===== src/positional_list_insert_delete_defines.svh =====
// ----------------------------------------------------------------------------
// positional_list_insert_delete_defines.svh
// Assertion macros used by the positional list top module.
// ----------------------------------------------------------------------------
`ifndef POSITIONAL_LIST_INSERT_DELETE_DEFINES_SVH
`define POSITIONAL_LIST_INSERT_DELETE_DEFINES_SVH

// condition must hold at every edge outside reset
`define PLI_ASSERT_ALWAYS(lbl, clk, rstn, cond, msg) \
  lbl: assert property (@(posedge clk) disable iff (!(rstn)) (cond)) else $error(msg);

// antecedent at one edge implies consequent at the next
`define PLI_ASSERT_NEXT(lbl, clk, rstn, ante, cons, msg) \
  lbl: assert property (@(posedge clk) disable iff (!(rstn)) (ante) |=> (cons)) \
    else $error(msg);

`endif


===== src/pli_pkg.sv =====
// ----------------------------------------------------------------------------
// pli_pkg
// Operation codes, status codes and cell control types for the positional list.
// ----------------------------------------------------------------------------
package pli_pkg;

  localparam int unsigned ActionW = 3;
  localparam int unsigned PosW    = 5;
  localparam int unsigned DataW   = 32;
  localparam int unsigned LenW    = 5;

  typedef enum logic [ActionW-1:0] {
    ACT_INS_FRONT = 3'd0,
    ACT_INS_BACK  = 3'd1,
    ACT_INS_POS   = 3'd2,
    ACT_DEL_FRONT = 3'd3,
    ACT_DEL_BACK  = 3'd4,
    ACT_DEL_POS   = 3'd5,
    ACT_READ      = 3'd6
  } action_t;

  typedef enum logic [1:0] {
    ST_OK     = 2'd0,
    ST_BADPOS = 2'd1,
    ST_FULL   = 2'd2,
    ST_EMPTY  = 2'd3
  } status_t;

  // broadcast to every cell, plus a slot index
  typedef struct packed {
    logic ins;   // open a hole at slot, later entries move up
    logic del;   // close slot, later entries move down
    logic take;  // result carries the entry at slot
  } cell_cmd_t;

endpackage


===== src/pli_cell.sv =====
// ----------------------------------------------------------------------------
// pli_cell
// One list slot: holds, loads, or takes its left or right neighbor.
// ----------------------------------------------------------------------------
module pli_cell #(
  parameter int unsigned IDX_W = 4,
  parameter int unsigned INDEX = 0
) (
  input  logic                    clk,
  input  logic                    en,
  input  pli_pkg::cell_cmd_t      cmd,
  input  logic [IDX_W-1:0]        slot,
  input  logic [pli_pkg::DataW-1:0] ins_value,
  input  logic [pli_pkg::DataW-1:0] left_i,
  input  logic [pli_pkg::DataW-1:0] right_i,
  output logic [pli_pkg::DataW-1:0] entry_o,
  output logic [pli_pkg::DataW-1:0] sel_o
);
  import pli_pkg::*;

  localparam logic [IDX_W-1:0] MyIdx = INDEX[IDX_W-1:0];

  logic [DataW-1:0] entry_r;
  logic [DataW-1:0] entry_nxt;

  always_comb begin
    entry_nxt = entry_r;
    if (en && cmd.ins) begin
      if (MyIdx > slot) begin
        entry_nxt = left_i;
      end else if (MyIdx == slot) begin
        entry_nxt = ins_value;
      end
    end else if (en && cmd.del) begin
      if (MyIdx >= slot) begin
        entry_nxt = right_i;
      end
    end
  end

  always_ff @(posedge clk) begin
    entry_r <= entry_nxt;
  end

  assign entry_o = entry_r;
  assign sel_o   = (MyIdx == slot) ? entry_r : '0;

endmodule


===== src/pli_ctrl.sv =====
// ----------------------------------------------------------------------------
// pli_ctrl
// Decodes one operation against the current length: status, cell command,
// target slot and next length.
// ----------------------------------------------------------------------------
module pli_ctrl #(
  parameter int unsigned CAPACITY = 16,
  parameter int unsigned IDX_W    = 4,
  parameter int unsigned CNT_W    = 5
) (
  input  logic [pli_pkg::ActionW-1:0] action,
  input  logic [pli_pkg::PosW-1:0]    position,
  input  logic [CNT_W-1:0]            count,
  output pli_pkg::status_t            status,
  output pli_pkg::cell_cmd_t          cmd,
  output logic [IDX_W-1:0]            slot,
  output logic [CNT_W-1:0]            count_nxt
);
  import pli_pkg::*;

  localparam int unsigned CMP_W = ((CNT_W > PosW) ? CNT_W : PosW) + 1;

  action_t          act;
  logic [CMP_W-1:0] cnt_e;
  logic [CMP_W-1:0] pos_e;
  logic [CMP_W-1:0] slot_e;
  logic             full;
  logic             empty;

  assign act   = action_t'(action);
  assign cnt_e = CMP_W'(count);
  assign pos_e = CMP_W'(position);
  assign full  = (cnt_e >= CMP_W'(CAPACITY));
  assign empty = (cnt_e == '0);

  always_comb begin
    status    = ST_OK;
    cmd       = '0;
    slot_e    = '0;
    count_nxt = count;
    case (act)
      ACT_INS_FRONT, ACT_INS_BACK, ACT_INS_POS: begin
        if (full) begin
          status = ST_FULL;
        end else if ((act == ACT_INS_POS) &&
                     ((pos_e == '0) || (pos_e > cnt_e + CMP_W'(1)))) begin
          status = ST_BADPOS;
        end else begin
          cmd.ins   = 1'b1;
          count_nxt = count + CNT_W'(1);
          if (act == ACT_INS_BACK) begin
            slot_e = cnt_e;
          end else if (act == ACT_INS_POS) begin
            slot_e = pos_e - CMP_W'(1);
          end
        end
      end
      ACT_DEL_FRONT, ACT_DEL_BACK, ACT_DEL_POS, ACT_READ: begin
        if (empty) begin
          status = ST_EMPTY;
        end else if (((act == ACT_DEL_POS) || (act == ACT_READ)) &&
                     ((pos_e == '0) || (pos_e > cnt_e))) begin
          status = ST_BADPOS;
        end else begin
          cmd.take = 1'b1;
          if (act != ACT_READ) begin
            cmd.del   = 1'b1;
            count_nxt = count - CNT_W'(1);
          end
          if (act == ACT_DEL_BACK) begin
            slot_e = cnt_e - CMP_W'(1);
          end else if ((act == ACT_DEL_POS) || (act == ACT_READ)) begin
            slot_e = pos_e - CMP_W'(1);
          end
        end
      end
      default: begin
        status = ST_BADPOS;
      end
    endcase
  end

  assign slot = slot_e[IDX_W-1:0];

endmodule


===== src/positional_list_insert_delete.sv =====
// ----------------------------------------------------------------------------
// positional_list_insert_delete
// Latency: the result beat appears on the cycle after the input beat is taken.
// Throughput: one operation per cycle; every cell shifts or holds in parallel,
// and the output register frees whenever out_ready takes the waiting beat.
// Reset: synchronous active-low rst_n clears the length and the output valid;
// slot contents are not cleared (only slots below the length are ever read).
// ----------------------------------------------------------------------------
`include "positional_list_insert_delete_defines.svh"

module positional_list_insert_delete #(
  parameter int unsigned CAPACITY = 16
) (
  input  logic                        clk,
  input  logic                        rst_n,
  input  logic                        in_valid,
  output logic                        in_ready,
  input  logic [pli_pkg::ActionW-1:0] in_action,
  input  logic [pli_pkg::PosW-1:0]    in_position,
  input  logic [pli_pkg::DataW-1:0]   in_value,
  output logic                        out_valid,
  input  logic                        out_ready,
  output logic [1:0]                  out_status,
  output logic [pli_pkg::DataW-1:0]   out_result_value,
  output logic [pli_pkg::LenW-1:0]    out_length
);
  import pli_pkg::*;

  // slot index spans 0..CAPACITY-1, length spans 0..CAPACITY
  localparam int unsigned IDX_W = (CAPACITY > 1) ? $clog2(CAPACITY) : 1;
  localparam int unsigned CNT_W = $clog2(CAPACITY + 1);

  logic             acc;
  status_t          dec_status;
  cell_cmd_t        dec_cmd;
  logic [IDX_W-1:0] dec_slot;
  logic [CNT_W-1:0] dec_count_nxt;

  logic [CNT_W-1:0] count_r;
  logic [CNT_W-1:0] count_nxt;

  logic             out_valid_r;
  logic             out_valid_nxt;
  logic [1:0]       out_status_r;
  logic [DataW-1:0] out_value_r;
  logic [CNT_W-1:0] out_count_r;

  logic [DataW-1:0] link [CAPACITY];   // each cell's stored entry
  logic [DataW-1:0] sel  [CAPACITY];   // entry of the addressed cell, else zero
  logic [DataW-1:0] picked;

  // the output register splits the two sides: a new beat is taken while it is
  // empty or as the waiting result leaves
  assign in_ready = !out_valid_r || out_ready;
  assign acc      = in_valid && in_ready;

  pli_ctrl #(
    .CAPACITY (CAPACITY),
    .IDX_W    (IDX_W),
    .CNT_W    (CNT_W)
  ) u_ctrl (
    .action    (in_action),
    .position  (in_position),
    .count     (count_r),
    .status    (dec_status),
    .cmd       (dec_cmd),
    .slot      (dec_slot),
    .count_nxt (dec_count_nxt)
  );

  // row of cells: cell i feeds its entry to cell i+1 (insert shift) and to
  // cell i-1 (delete shift); the ends see zero
  for (genvar i = 0; i < CAPACITY; i++) begin : g_cell
    logic [DataW-1:0] left_w;
    logic [DataW-1:0] right_w;

    if (i == 0) begin : g_first
      assign left_w = '0;
    end else begin : g_left
      assign left_w = link[i-1];
    end

    if (i == CAPACITY - 1) begin : g_last
      assign right_w = '0;
    end else begin : g_right
      assign right_w = link[i+1];
    end

    pli_cell #(
      .IDX_W (IDX_W),
      .INDEX (i)
    ) u_cell (
      .clk       (clk),
      .en        (acc),
      .cmd       (dec_cmd),
      .slot      (dec_slot),
      .ins_value (in_value),
      .left_i    (left_w),
      .right_i   (right_w),
      .entry_o   (link[i]),
      .sel_o     (sel[i])
    );
  end

  // only one cell matches the slot, so an OR over the row picks its entry
  always_comb begin
    picked = '0;
    for (int k = 0; k < CAPACITY; k++) begin
      picked = picked | sel[k];
    end
  end

  assign count_nxt = acc ? dec_count_nxt : count_r;

  always_comb begin
    out_valid_nxt = out_valid_r;
    if (acc) begin
      out_valid_nxt = 1'b1;
    end else if (out_ready) begin
      out_valid_nxt = 1'b0;
    end
  end

  always_ff @(posedge clk) begin
    if (!rst_n) begin
      count_r     <= '0;
      out_valid_r <= 1'b0;
    end else begin
      count_r     <= count_nxt;
      out_valid_r <= out_valid_nxt;
    end
  end

  // result payload, loaded with the beat
  always_ff @(posedge clk) begin
    if (acc) begin
      out_status_r <= dec_status;
      out_value_r  <= dec_cmd.take ? picked : '0;
      out_count_r  <= dec_count_nxt;
    end
  end

  logic [CNT_W+LenW-1:0] len_ext;
  assign len_ext = {{LenW{1'b0}}, out_count_r};

  assign out_valid        = out_valid_r;
  assign out_status       = out_status_r;
  assign out_result_value = out_value_r;
  assign out_length       = len_ext[LenW-1:0];

  // ---- checks ----
  `PLI_ASSERT_ALWAYS(a_count_bound, clk, rst_n, count_r <= CNT_W'(CAPACITY),
    "length above capacity")
  `PLI_ASSERT_NEXT(a_ins_grows, clk, rst_n, acc && dec_cmd.ins,
    count_r == $past(count_r) + CNT_W'(1), "insert did not grow the list")
  `PLI_ASSERT_NEXT(a_err_holds, clk, rst_n, acc && (dec_status != ST_OK),
    $stable(count_r), "failed operation changed the length")
  `PLI_ASSERT_NEXT(a_len_tracks, clk, rst_n, acc,
    out_valid && (out_count_r == count_r), "reported length differs from state")

endmodule


===== config.mk =====
export PLATFORM = sky130hd
export DESIGN_NAME = positional_list_insert_delete
export DESIGN_NICKNAME = d
export VERILOG_FILES = /design/src/pli_pkg.sv /design/src/pli_cell.sv /design/src/pli_ctrl.sv /design/src/positional_list_insert_delete.sv
export VERILOG_INCLUDE_DIRS = /design/src /design/src/src
export SDC_FILE = /design/constraint.sdc
export NUM_CORES = 2
export LEC_CHECK = 0
export BUFFER_PORTS_ARGS = -buffer_cell sky130_fd_sc_hd__clkbuf_2
export CAP_MARGIN = 10
export CORE_MARGIN = 2
export CORE_UTILIZATION = 40
export DETAILED_ROUTE_END_ITERATION = 12
export PLACE_DENSITY = 0.63
export SETUP_SLACK_MARGIN = 0.5
export SLEW_MARGIN = 20
export SYNTH_ARGS = -nofsm -noshare
export SYNTH_HDL_FRONTEND = slang
export SYNTH_HIERARCHICAL = 1
export SYNTH_SLANG_ARGS = --single-unit

===== constraint.sdc =====
create_clock -name clk -period 8.3 [get_ports clk]
set_input_delay 0 -clock clk [delete_from_list [all_inputs] [get_ports clk]]
set_output_delay 0 -clock clk [all_outputs]
set_load 0.01 [all_outputs]

* Yosys cells after proc, flatten, opt, wreduce, memory -nomap -nowiden *
Index checks and enable logic that the tools add are counted.

storage, ports and cells
  logic and storage cells = 289
  register bits after elaboration = 557
  output and inout bits = 41

cells by class
  muxes and demuxes = 125
  bitwise operators = 15
  $lt $le $gt $ge = 35
  reduce and logical (&&, ||, !) cells = 50
  $add $sub $neg = 5
  eq/ne operators = 38

operator list
  operator                                                                        count
  32-bit two-way mux                                                              96
  32-bit OR                                                                       15
  3-bit AND reduction                                                             16
  3-bit by 1-bit != test with 1-bit output, second input constant                 15
  2-bit nonzero test                                                              18
  4-bit == test, first input constant                                             8
  4-bit >= comparator, first input constant                                       8
  4-bit greater-than comparator, first input constant                             8
  4-bit two-way mux                                                               8
  5-bit two-way mux                                                               5
  3-bit by 4-bit == test with 1-bit output, first input constant                  4
  3-bit by 4-bit >= comparator with 1-bit output, first input constant            4
  3-bit by 4-bit greater-than comparator with 1-bit output, first input constant  4
  6-bit logical NOT                                                               2
  2-bit two-way mux                                                               5
  5-bit one-hot mux with 2 select lines                                           1
  3-bit == test, second input constant                                            3
  2-bit by 4-bit == test with 1-bit output, first input constant                  2
  1-bit by 4-bit >= comparator with 1-bit output, first input constant            2
  2-bit by 4-bit >= comparator with 1-bit output, first input constant            2
  1-bit by 4-bit greater-than comparator with 1-bit output, first input constant  2
  2-bit by 4-bit greater-than comparator with 1-bit output, first input constant  2
  1-bit two-way mux                                                               8
  4-bit one-hot mux with 2 select lines                                           1
  19 further kinds                                                                29

* Depth between registers and ports, before layout *
  depth after elaboration = 24
  gate-level depth with buffers = 17
  gate-level depth less buffers = 15

* Modules after synthesis *
Netlist, hierarchy kept.

modules (own cells, without submodules)
  module                         cells each  seq. area each (um^2)  area each (um^2)  times used
  positional_list_insert_delete  231         1291.2                 2555.0            1
  pli_cell (g_cell[12].u_cell)   225         960.9                  2403.6            1
  pli_cell (g_cell[2].u_cell)    232         960.9                  2294.7            1
  pli_cell (g_cell[4].u_cell)    225         960.9                  2142.1            1
  pli_cell (g_cell[11].u_cell)   224         960.9                  2021.9            1
  pli_cell (g_cell[14].u_cell)   215         960.9                  1966.9            1
  pli_cell (g_cell[8].u_cell)    183         960.9                  1935.6            1
  pli_cell (g_cell[1].u_cell)    177         960.9                  1914.3            1
  pli_cell (g_cell[10].u_cell)   215         960.9                  1903.1            1
  pli_cell (g_cell[3].u_cell)    178         960.9                  1889.3            1
  pli_cell (g_cell[13].u_cell)   177         960.9                  1888.1            1
  pli_cell (g_cell[7].u_cell)    215         960.9                  1884.3            1
  pli_cell (g_cell[6].u_cell)    216         960.9                  1883.1            1
  pli_cell (g_cell[15].u_cell)   176         960.9                  1875.5            1
  4 more rows                    n/a         n/a                    n/a               n/a

* Worst setup path after synthesis *
OpenSTA, ideal clock, no wires.

  path kind = reg-to-reg
  from = register count_r[0]
  to = register g_cell[3].u_cell.entry_r[0], enable pin
  clock period less this slack = 9.150 ns
  library setup time = 0.896 ns
  slack = -0.850 ns
  arrival time = 8.254 ns
  path buffers = 0
  cell stages (with the launch flop) = 12
  data required time = 7.404 ns
  cells stage by stage = dfxtp_1 inv_1 ha_1 inv_1 ha_1 nor2b_1 o21bai_1 a21oi_2 nor4_1 a21oi_1 o32ai_1 nor4b_1

between the ends
  longest elaborated chain between the ends = 10

RTL lines
  item                                                                                             line                                  source
  start, declared                                                                                  positional_list_insert_delete.sv:39   logic [CNT_W-1:0] count_r;
  start signal, assigned                                                                           positional_list_insert_delete.sv:129  count_r <= count_nxt;
  5-bit by 1-bit adder with 6-bit output                                                           pli_ctrl.sv:46                        ((pos_e == '0) || (pos_e > cnt_e + CMP_W'(1)))) begin
  5-bit by 6-bit greater-than comparator with 1-bit output                                         pli_ctrl.sv:46
  1-bit logical OR                                                                                 pli_ctrl.sv:46
  1-bit logical AND                                                                                pli_ctrl.sv:45                        end else if ((act == ACT_INS_POS) &&
  4-bit two-way mux                                                                                pli_ctrl.sv:45
  4-bit two-way mux                                                                                pli_ctrl.sv:43                        if (full) begin
  4-bit one-hot mux with 2 select lines *                                                          pli_ctrl.sv:41                        case (act)
  named net dec_slot[3]                                                                            positional_list_insert_delete.sv:36   logic [IDX_W-1:0] dec_slot;
  2-bit by 4-bit greater-than comparator with 1-bit output, or another cell as far along           pli_cell.sv:29                        if (MyIdx > slot) begin
  3-bit by 1-bit != test with 1-bit output (no source line) or 2-bit nonzero test (tied branches)  n/a
  3-bit AND reduction (no source line) *                                                           n/a
  end signal, assigned                                                                             pli_cell.sv:42                        entry_r <= entry_nxt;
  end, declared                                                                                    pli_cell.sv:23                        logic [DataW-1:0] entry_r;

Mark *: on every way through the listed nets, which the timed path passes. The rest lies on a longest branch.
A chain may end at the register's enable or synchronous reset.

==> results.py <==
metrics = {
    "sta": {
        "tns_ns": 0,
        "hold_violations": 0,
        "maxSlewHeadroom_pct": 16.3,
        "worst_slew_pin_slew_ns": 1.25,
        "setup_violations": 0,
        "slew_viol_final": 0,
        "skew_ns": 0.0252,
        "rsz0062_at_grt": "no",
        "min_period_over_period_pct": 72.6,
        "min_period_ns": 6.02,
        "fmax_ghz": 0.166,
    },
    "yosys": {
        "synth_top_family_by_area": "simple AND/OR/NAND/NOR gates",
        "seq_area_frac_synth_pct": 47.6,
        "synth_top_area_cell": "edfxtp_1",
        "syn_avg_cell_area_um2": 9.95,
        "synth_warnings": 6,
        "async_reset_ff_share_pct": 0,
        "synthAdderAreaFrac_pct": 0.565,
        "netlist_area_um2": 35000,
        "synth_top_area_share_pct": 47.2,
        "synth_cell_types": 99,
        "synth_area_leaders": "edfxtp_1, and2_1, a31oi_1",
        "synthSimpleGateAreaFrac_pct": 23.9,
        "postSynthCellCount": 3519,
        "synth_edf_count": 551,
        "synth_xor_area_share_pct": 0.200,
        "muxShareOfSynthArea_pct": 5.63,
        "synth-seq-cells": 557,
        "synth-compound-area-share_pct": 16.8,
        "synthFlopType": "edfxtp_1",
    },
    "final_layout": {
        "nets": 3565,
        "area_delta_synth_final_pct": 10.1,
        "fill_cells": 8293,
        "drive_gt1_share_pct": 13.7,
    },
    "cts": {
        "clk_latency_ns": 0.65,
        "cts_max_level": 3,
        "clk_path_buf_depth": 3,
        "cts.sinks": 557,
        "post_cts_buffers": 0,
        "cts_root_buffer": "clkbuf_16",
        "cts_tree": "done",
        "cts_made_buffers": 69,
        "path_clk_slew_ns": 0.06,
    },
    "worst_setup_path": {
        "critical-path-max-stage-delay_ns": 1.02,
        "crit_arrival_ns": 6.48,
        "cp_common_cell": "buf_4",
        "crit_slowest_cell": "nor4b_4",
        "path_delay_family": "simple AND/OR/NAND/NOR gates",
        "crit_fanout": 53,
        "crit_required_ns": 8.76,
        "critPathBufInv": 3,
        "crit_chain": "inv_1 > xnor2_1 > ha_1 > nand3_1 > o32ai_1 > a21oi_2 > o32ai_4 > nand2_1 > nand2_4 > buf_4 > nor4b_4 > buf_4 > and2_1 > nor4_1 > a41oi_1",
        "critPathCaptureType": "register",
        "cp-start-kind": "register",
        "critPathKind": "reg2reg",
    },
    "global_routing": {
        "grt.overflow.total": 0,
        "antenna_found_initial": 4,
        "grt_pass1_wl_um": 191000,
        "grt_use_total_pct": 28.3,
        "grt_pass1_vias": 28300,
        "grt_max_degree": 161,
    },
    "routing": {
        "drt_first_pass_iters": 6,
        "via_count": 29900,
        "drc": 0,
        "avgRoutedWirePerCell_um": 27.8,
        "drt_iter0_markers": 3969,
        "routed_wirelength_um": 131000,
        "vias_per_cell": 6.35,
        "ant_nets": 0,
    },
    "job": {
        "maxCapViolCount": 0,
    },
    "placed_design": {
        "place.gp.congestion": 0.868,
        "port-buffer-count": 84,
        "dp_hpwl_um": 76600,
    },
    "die": {
        "die_w_um": 300,
        "die_height_um": 300,
        "pin_count": 85,
        "fp-row-count": 108,
        "die_area_um2": 89900,
        "start_util_pct": 40.4,
        "core_area_um2": 86800,
    },
    "status": {
        "status": "finished, final reports clean",
    },
    "pwr": {
        "power_density_nw_per_um2": 219,
        "irDropWorstVdd_v": 0.000126,
        "p_leak_uw": 0.0144,
        "total_power_uw": 8450,
    },
    "worst_hold_path": {
        "hold_path_class": "in2reg",
    },
}
[cell type report]
cell class | instances | area, um^2 | area share [%]
Antenna cell | 1 | 2.50 | 0.00649
Clock buffer | 81 | 1790 | 4.65
Clock inverter | 45 | 459 | 1.19
Inverter | 15 | 56.3 | 0.146
Multi-Input combinational cell | 2680 | 16800 | 43.7
Sequential cell | 557 | 16700 | 43.2
Tap cell | 1155 | 1450 | 3.75
Timing Repair Buffer | 183 | 1300 | 3.38
[cells by family after synthesis]
logic type | count (synthesis)
multiplexers | 193
AO/OA/AOI/OAI | 899
flip-flops | 557
adder cells (fa/ha/maj) | 16
AND/OR/NAND/NOR | 1532
buffers and inverters | 313
other | 1
XOR/XNOR | 8
[registers in the layout (all words and copies together), names as in the netlist]
register	flops
g_cell.u_cell/entry_o	512
out_result_value	32
count_r	5
out_length	5
out_status	2
out_valid	1
[Yosys cell counts, drive strengths merged, types with 6 or more instances]
library cell  instances
o21a                  7
nor4                135
or3b                 32
and3                  8
buf                 161
and2                557
mux2                 32
nor2                209
a41oi                33
a21boi                6
nand2b                6
mux2i               161
ha                   15
nor4b                 8
dfxtp                 6
nand2               474
edfxtp              551
or4b                 34
o21ai               209
inv                  15
a21oi               209
a31oi               292
a221o                33
a21bo                32
nor3                 10
o31ai                33
clkbuf              137
xnor2                 7
nand3                41
[path summary, 6_finish.rpt]
kind	start	end	slack, ns	cells after the start
setup / recovery	count_r[4]$_SDFFE_PN0P_	out_result_value[3]$_SDFFCE_PN0P_	2.28	15
hold / removal	in_value[9]	g_cell[14].u_cell/entry_o[9]$_DFFE_PP_	0.04	3
setup reg to reg	count_r[4]$_SDFFE_PN0P_	out_result_value[3]$_SDFFCE_PN0P_	2.28	15
hold reg to reg	g_cell[4].u_cell/entry_o[2]$_DFFE_PP_	g_cell[3].u_cell/entry_o[2]$_DFFE_PP_	0.59	2
[per-layer routing]
metal  GRT usage [%]  up-vias  routed length, um
met5               0        -                  0
met4            12.5        0               5750
met3            6.72      345              15600
met2            43.0     2070              57400
met1            38.6    14600              52500
li1                -    13000                  -
[worst register-to-register path: cells and delay by family, from the launching register on]
family / cells / cell delay (ns)
adder cells (fa/ha/maj): 1 / 0.29
buffers and inverters: 3 / 1.54
AO/OA/AOI/OAI: 4 / 0.89
XOR/XNOR: 1 / 0.20
AND/OR/NAND/NOR: 6 / 2.23
flip-flops: 1 / 0.71
[timing repair]
item	in CTS	in global routing
hold buffers	25	0
hold endpoints to repair	147	0
gates resized for setup	0	0
[layout by cell type (no fill, tap or decap), types with 33 or more instances in the layout]
cell,Yosys,layout
clkbuf_16,0,69
edfxtp_1,551,551
and2_2,45,53
buf_4,17,68
o21ai_0,108,107
mux2i_1,161,161
or4b_1,34,34
a41oi_1,33,33
nor2_1,207,207
and2_1,511,502
nor4_1,132,131
nand3_1,40,40
nand2_1,443,436
a31oi_1,281,279
a21oi_1,204,202
nand2_2,31,37
clkbuf_2,24,84
o21ai_1,97,97
[report_power, final]
part           internal [uW]  switching [uW]
Clock                   1780            1330
Sequential              3470             193
Combinational            535            1140
Total                   5780            2670
[per-stage QoR]
step                      hold slack (ns)  std cells  utilization [%]  worst slack (ns)  cell area (um^2)
after CTS                         0.00182       4712             44.4              2.49             38500
after global routing               0.0400       4716             44.4              2.05             38600
after floorplan                     0.118       3550                -             0.762             35200
final                              0.0373       4717             44.4              2.28             38600
after detailed placement            0.328       4561             41.5              2.50             36000
after global placement              0.323       4561             41.5              2.65             36000
Note: power is estimated with default switching activity, not from simulation.
